[src/design/assert_macros.svh]
`ifndef ASSERT_MACROS_SVH
`define ASSERT_MACROS_SVH

// Checks a condition at every clock edge outside reset.
`define PN_ASSERT(label, expr) \
  label: assert property (@(posedge clk) disable iff (rst) (expr)) \
    else $error("%m: assertion failed");

// Checks that a condition in one cycle is followed by another in the next cycle.
`define PN_ASSERT_NEXT(label, cause, effect) \
  label: assert property (@(posedge clk) disable iff (rst) (cause) |=> (effect)) \
    else $error("%m: assertion failed");

`endif

[src/design/pn_pkg.sv]
`default_nettype none

package pn_pkg;

  localparam int MAX_INPUT_BYTES_DEF = 2048;
  localparam int MAX_SEGMENTS_DEF    = 1024;

  localparam int LIMIT_W    = 12;
  localparam int READ_IDX_W = 11;
  localparam int NORM_LEN_W = 12;

  localparam logic [LIMIT_W-1:0] OUT_LIMIT_RESET = 12'd1024;

  localparam logic [7:0] CH_NUL   = 8'h00;
  localparam logic [7:0] CH_DOT   = 8'h2E;
  localparam logic [7:0] CH_SLASH = 8'h2F;

  localparam logic OP_PUSH = 1'b0;
  localparam logic OP_READ = 1'b1;

  localparam int OUT_FIFO_DEPTH = 3;
  localparam int FIFO_LVL_W     = $clog2(OUT_FIFO_DEPTH + 1);

  typedef enum logic [2:0] {
    ST_OK       = 3'd0,
    ST_EMPTY    = 3'd1,
    ST_IN_LONG  = 3'd2,
    ST_SMALL    = 3'd3,
    ST_OUT_LONG = 3'd4
  } status_t;

  typedef struct packed {
    logic                  op;
    logic [7:0]            path_byte;
    logic                  is_last;
    logic [READ_IDX_W-1:0] read_index;
  } in_word_t;

  typedef struct packed {
    logic [7:0]            out_byte;
    logic [NORM_LEN_W-1:0] norm_length;
    status_t               status;
    logic                  done_res;
  } out_word_t;

endpackage

`default_nettype wire

[src/design/pn_out_fifo.sv]
`default_nettype none
`include "assert_macros.svh"

module pn_out_fifo (
  input  wire                                   clk,
  input  wire                                   rst,
  input  wire                                   push,
  input  pn_pkg::out_word_t                     push_word,
  output logic [pn_pkg::FIFO_LVL_W-1:0]         level,
  output logic                                  out_valid,
  input  wire                                   out_ready,
  output pn_pkg::out_word_t                     out_word
);
  import pn_pkg::*;

  localparam int PTR_W = $clog2(OUT_FIFO_DEPTH);

  out_word_t             slots [OUT_FIFO_DEPTH];
  logic [PTR_W-1:0]      wr_ptr, wr_ptr_next;
  logic [PTR_W-1:0]      rd_ptr, rd_ptr_next;
  logic [FIFO_LVL_W-1:0] cnt, cnt_next;
  logic                  pop;

  assign pop       = out_valid && out_ready;
  assign out_valid = (cnt != '0);
  assign out_word  = slots[rd_ptr];
  assign level     = cnt;

  always_comb begin
    wr_ptr_next = wr_ptr;
    rd_ptr_next = rd_ptr;
    if (push) begin
      wr_ptr_next = (wr_ptr == PTR_W'(OUT_FIFO_DEPTH - 1)) ? '0 : wr_ptr + PTR_W'(1);
    end
    if (pop) begin
      rd_ptr_next = (rd_ptr == PTR_W'(OUT_FIFO_DEPTH - 1)) ? '0 : rd_ptr + PTR_W'(1);
    end
    cnt_next = cnt + FIFO_LVL_W'(push) - FIFO_LVL_W'(pop);
  end

  always_ff @(posedge clk) begin
    if (rst) begin
      wr_ptr <= '0;
      rd_ptr <= '0;
      cnt    <= '0;
    end else begin
      wr_ptr <= wr_ptr_next;
      rd_ptr <= rd_ptr_next;
      cnt    <= cnt_next;
    end
  end

  always_ff @(posedge clk) begin
    if (push) begin
      slots[wr_ptr] <= push_word;
    end
  end

  `PN_ASSERT(a_no_overflow, !(push && !pop && cnt == FIFO_LVL_W'(OUT_FIFO_DEPTH)))
  `PN_ASSERT_NEXT(a_fill_tracks, push && !pop, cnt == $past(cnt) + FIFO_LVL_W'(1))
  `PN_ASSERT_NEXT(a_drain_tracks, pop && !push, cnt == $past(cnt) - FIFO_LVL_W'(1))

endmodule

`default_nettype wire

[config.mk]
export PLATFORM = sky130hd
export DESIGN_NAME = pn_out_fifo
export DESIGN_NICKNAME = d
export VERILOG_FILES = /design/src/design/pn_pkg.sv /design/src/design/pn_out_fifo.sv
export VERILOG_INCLUDE_DIRS = /design/src /design/src/design
export SDC_FILE = /design/constraint.sdc
export NUM_CORES = 1
export LEC_CHECK = 0
export ABC_AREA = 1
export BUFFER_PORTS_ARGS = -buffer_cell sky130_fd_sc_hd__buf_2
export CORE_MARGIN = 4
export CORE_UTILIZATION = 40
export DETAILED_ROUTE_END_ITERATION = 12
export PLACE_DENSITY = 0.68
export SYNTH_ARGS = -nofsm -noshare
export SYNTH_HDL_FRONTEND = slang
export SYNTH_SLANG_ARGS = --single-unit
[constraint.sdc]
create_clock -name clk -period 5.52 [get_ports clk]
set_clock_uncertainty 0.2 [all_clocks]
set_input_delay 0.828 -clock clk [delete_from_list [all_inputs] [get_ports clk]]
set_output_delay 0.828 -clock clk [all_outputs]
set_load 0.05 [all_outputs]
# ---- Yosys cells after proc, flatten, opt, wreduce, memory -nomap -nowiden
# Memories as Yosys holds them, arrays and structs flattened. A register that Yosys moved wholly into a read port is not among the register bits.
# Index checks and enable logic that the tools add are counted.
# W data, S select, Z words.
dict set report op_classes {
  n_reduce_logical 2
  eq_ne 2
  n_addsub 4
  mux 6
}
# operator count
set ops {}
lappend ops {{$mux W2} 4}
lappend ops {{$add A2 B1 Y2 const B} 2}
lappend ops {{$eq A2 B2 Y1 const B} 2}
lappend ops {{$add A2 B1 Y2} 1}
lappend ops {{$mux W1} 2}
lappend ops {{$reduce_bool A2 Y1} 1}
lappend ops {{$sub A2 B1 Y2} 1}
lappend ops {{$logic_and A1 B1 Y1} 1}
dict set report word_totals {
  ff_bits 6
  ram_bits 72
  mem_count 1
  out_inout_bits 27
}
# name depth width rd rd_ports_with_merged_regs wr line_no
set memory_table {}
lappend memory_table {slots 3 24 1 1 1 pn_out_fifo.sv:18} ;# out_word_t slots [OUT_FIFO_DEPTH];

# ---- Logic depth before layout (Yosys ltp)
dict set report depth {
  word_depth 4
  ltp_mapped 7
  depth_no_buf 7
}

# ---- Worst setup path before layout
# OpenSTA, ideal clock, no wires.
dict set report synth_path {
  path_kind {input -> register}
  start {input push}
  end {memory slots[2][0] in the netlist's numbering, enable pin}
  arrival_ps 2540
  required_time_ps 4885
  setup_slack_ps 2345
  path_stages 2
  setup_ps 435
  cell_sequence {inv_1 nor3_1}
}
dict set report synth_via {
  elab_chain_len 2
}
# element line_no
set synth_lines {}
lappend synth_lines {{start, declared} pn_out_fifo.sv:7} ;# input wire push,
lappend synth_lines {{$mux W1} pn_out_fifo.sv:54} ;# if (push) begin
lappend synth_lines {{$mux W1 (not written as such)} pn_out_fifo.sv:55} ;# slots[wr_ptr] <= push_word;
lappend synth_lines {{end, declared} pn_out_fifo.sv:18}
# Every way passes these cells.

==> impl_metrics.json <==
{
  "power_leakage_uw": 0.001363,
  "cts-htree-levels": 3,
  "dp_cells": 372,
  "synth_area_leader_cell": "edfxtp_1",
  "irDropWorstVdd_mv": 0.1487,
  "area_growth_pct": 15.46,
  "final_nets": 313,
  "die_area_mm2": 0.009135,
  "r2r_cells": 3,
  "yosysWarningCount": 0,
  "cp.required_ns": 4.49,
  "std_cell_rows": 31,
  "synth_cell_types": 17,
  "core_mm2": 0.007370,
  "dr.pass1.iters": 4,
  "cts_setup_buffers": 0,
  "outcome": "finished, final reports clean",
  "final_cells": 388,
  "numPortBuffers": 54,
  "die_w_um": 95.58,
  "stdcell_area_mm2": 0.003542,
  "cts.sinks": 80,
  "cts_tree": "done",
  "hold_viol": 0,
  "drive_gt1_frac": 0.2561,
  "fin_crit_ns": 3.096,
  "endpoint_kind": "output port",
  "rrSetupSlack_ns": 3.39,
  "min_to": "wr_ptr[1]$_SDFFE_PP0P_",
  "track_usage": 0.1328,
  "clk_pin_slew_ns": 0.07,
  "synth_area_leaders": "edfxtp_1 (70%), a21oi_1 (8.0%), dfxtp_1 (5.2%), nand2_1 (4.0%), nor2_1 (4.0%)",
  "relSlewSlack": 0.2697,
  "hold_path_depth": 2,
  "min-delay-start": "wr_ptr[1]$_SDFFE_PP0P_",
  "fin_tns_setup_ns": 0,
  "worst_pin_slew_ns": 1.094,
  "crit_path_start_kind": "flop",
  "arrival_ns": 2.07,
  "grt_pass1_vias": 1826,
  "crit_type": "reg2out",
  "io_pins": 55,
  "min_path_type": "reg2reg",
  "synthCells": 228,
  "ant_nets": 0,
  "synth_nets": 257,
  "clock_latency_ns": 0.34,
  "cts_buffers": 9,
  "setup_viol": 0,
  "syn_area_per_cell_um2": 13.46,
  "placed_cell_area_mm2": 0.003352,
  "die_h_um": 95.58,
  "r2r-end": "slots[2][15]$_DFFE_PP_",
  "min_period_over_period": 0.5609,
  "grt_pass1_wl_um": 8838,
  "hpwl_um": 3517,
  "cap_violations": 0,
  "place_congestion": 0.7032,
  "vias": 1803,
  "postRouteWirelength_um": 5697,
  "cts_hold_buffers": 0,
  "critPathMaxFanout": 25,
  "overflow": 0,
  "viasPerCell": 4.647,
  "reg2reg_from": "wr_ptr[1]$_SDFFE_PP0P_",
  "initial_utilization": 0.4163,
  "ys_ff_latch": 80,
  "drc": 0,
  "antenna_found_initial": 0,
  "syn-cell-area_mm2": 0.003068,
  "cts_buffer_depth": 2,
  "cts_resized": 0,
  "powerDensity_mw_per_mm2": 381.2,
  "cts-root-buf": "clkbuf_8",
  "dr.first_iter.drc_count": 57,
  "drv_slew": 0,
  "fmax_mhz": 323.0,
  "grt_max_degree": 26,
  "synth_seq_area_share": 0.7569,
  "synth_top_area_frac": 0.7047,
  "n_antenna_cell": 0,
  "rsz0062_at_grt": "no",
  "wl_per_cell_um": 14.68
}
## final cells by class
class / instances / area [µm²]
inverter: 12 / 57.56
clock buffer: 12 / 145.1
tap: 99 / 123.9
multi-input combinational: 126 / 570.5
sequential: 80 / 2322
fill: 676 / 3827
clock inverter: 4 / 45.04
timing repair buffer: 55 / 277.8
## worst max-delay path by stage
stage | end | slack, ns | cells past startpoint | from
2_1_floorplan | slots[2][0]$_DFFE_PP_ | 2.35 | 2 | push
3_3_place_gp | slots[2][2]$_DFFE_PP_ | 2.77 | 4 | push
3_5_place_dp | out_word[0] | 2.76 | 3 | flop
4_1_cts | out_word[8] | 2.40 | 4 | flop
5_1_grt | out_word[22] | 2.21 | 3 | flop
6_report | out_word[7] | 2.42 | 3 | flop
## cells in the final DEF (no fill, tap or decap)
cell        n
edfxtp_1   72
buf_2      54
a21oi_1    49
nand2_1    33
nor2_1     33
inv_1      10
clkbuf_8   10
dfxtp_1     8
nand3_1     5
clkinv_2    3
a21oi_2     2
clkbuf_1    2
inv_8       1
inv_6       1
o21ai_0     1
nor3_2      1
o21a_1      1
ha_1        1
bufinv_16   1
buf_4       1
## metrics by stage
step | setup WS (ns) | hold slack (ns) | power (µW) | util
after global routing | 2.207 | 0.3067 | 1404 | 0.4806
after CTS | 2.396 | 0.2858 | 1362 | 0.4806
after floorplan | 2.345 | 0.2503 | 903.2 | -
after detailed placement | 2.756 | 0.2696 | 957.3 | 0.4548
after global placement | 2.768 | 0.2660 | 954.1 | 0.4548
final | 2.424 | 0.2821 | 1350 | 0.4806
## routing by layer
layer | up-vias | wire length (µm) | part of all wire | track usage
li1 | 916 | - | - | -
met3 | 9 | 293 | 0.051 | 0.03078
met4 | 0 | 82 | 0.014 | 0.06398
met1 | 839 | 2483 | 0.44 | 0.1629
met5 | - | 0 | 0 | 0
met2 | 39 | 2838 | 0.50 | 0.2206
## report_power, final
part	leakage, µW	switching (µW)	internal, µW
Clock	0.000100	191	219
Combinational	0.000532	178	53.4
Sequential	0.000732	18.2	690
Total	0.00136	387	963
## critical path: stages (launching register included)
cell and delay [ns]:
dfxtp_1 1.05, a21oi_1 0.16, a21oi_1 0.22, buf_2 0.30
## state kept, by name, indices dropped and copies added, names as in the netlist, named ones only
name	cells
level	2
rd_ptr	2
slots	72
wr_ptr	2
## cells in the mapped netlist, drive strengths merged
library cell and number:
nor3 1, inv 12, buf 10, dfxtp 8, a21oi 51, edfxtp 72, nor2 33, o21a 1
ha 1, nand2 33, nand3 5, o21ai 1
## logic make-up after synthesis
| logic type | after synthesis | synth area share |
|---|---|---|
| fa+ha+maj | 1 | 0.004078 |
| flops | 80 | 0.7569 |
| simple gates | 72 | 0.09054 |
| compound gates | 53 | 0.08972 |
| buf+inv | 22 | 0.05873 |
No activity file was read; power rests on OpenSTA's default activity.
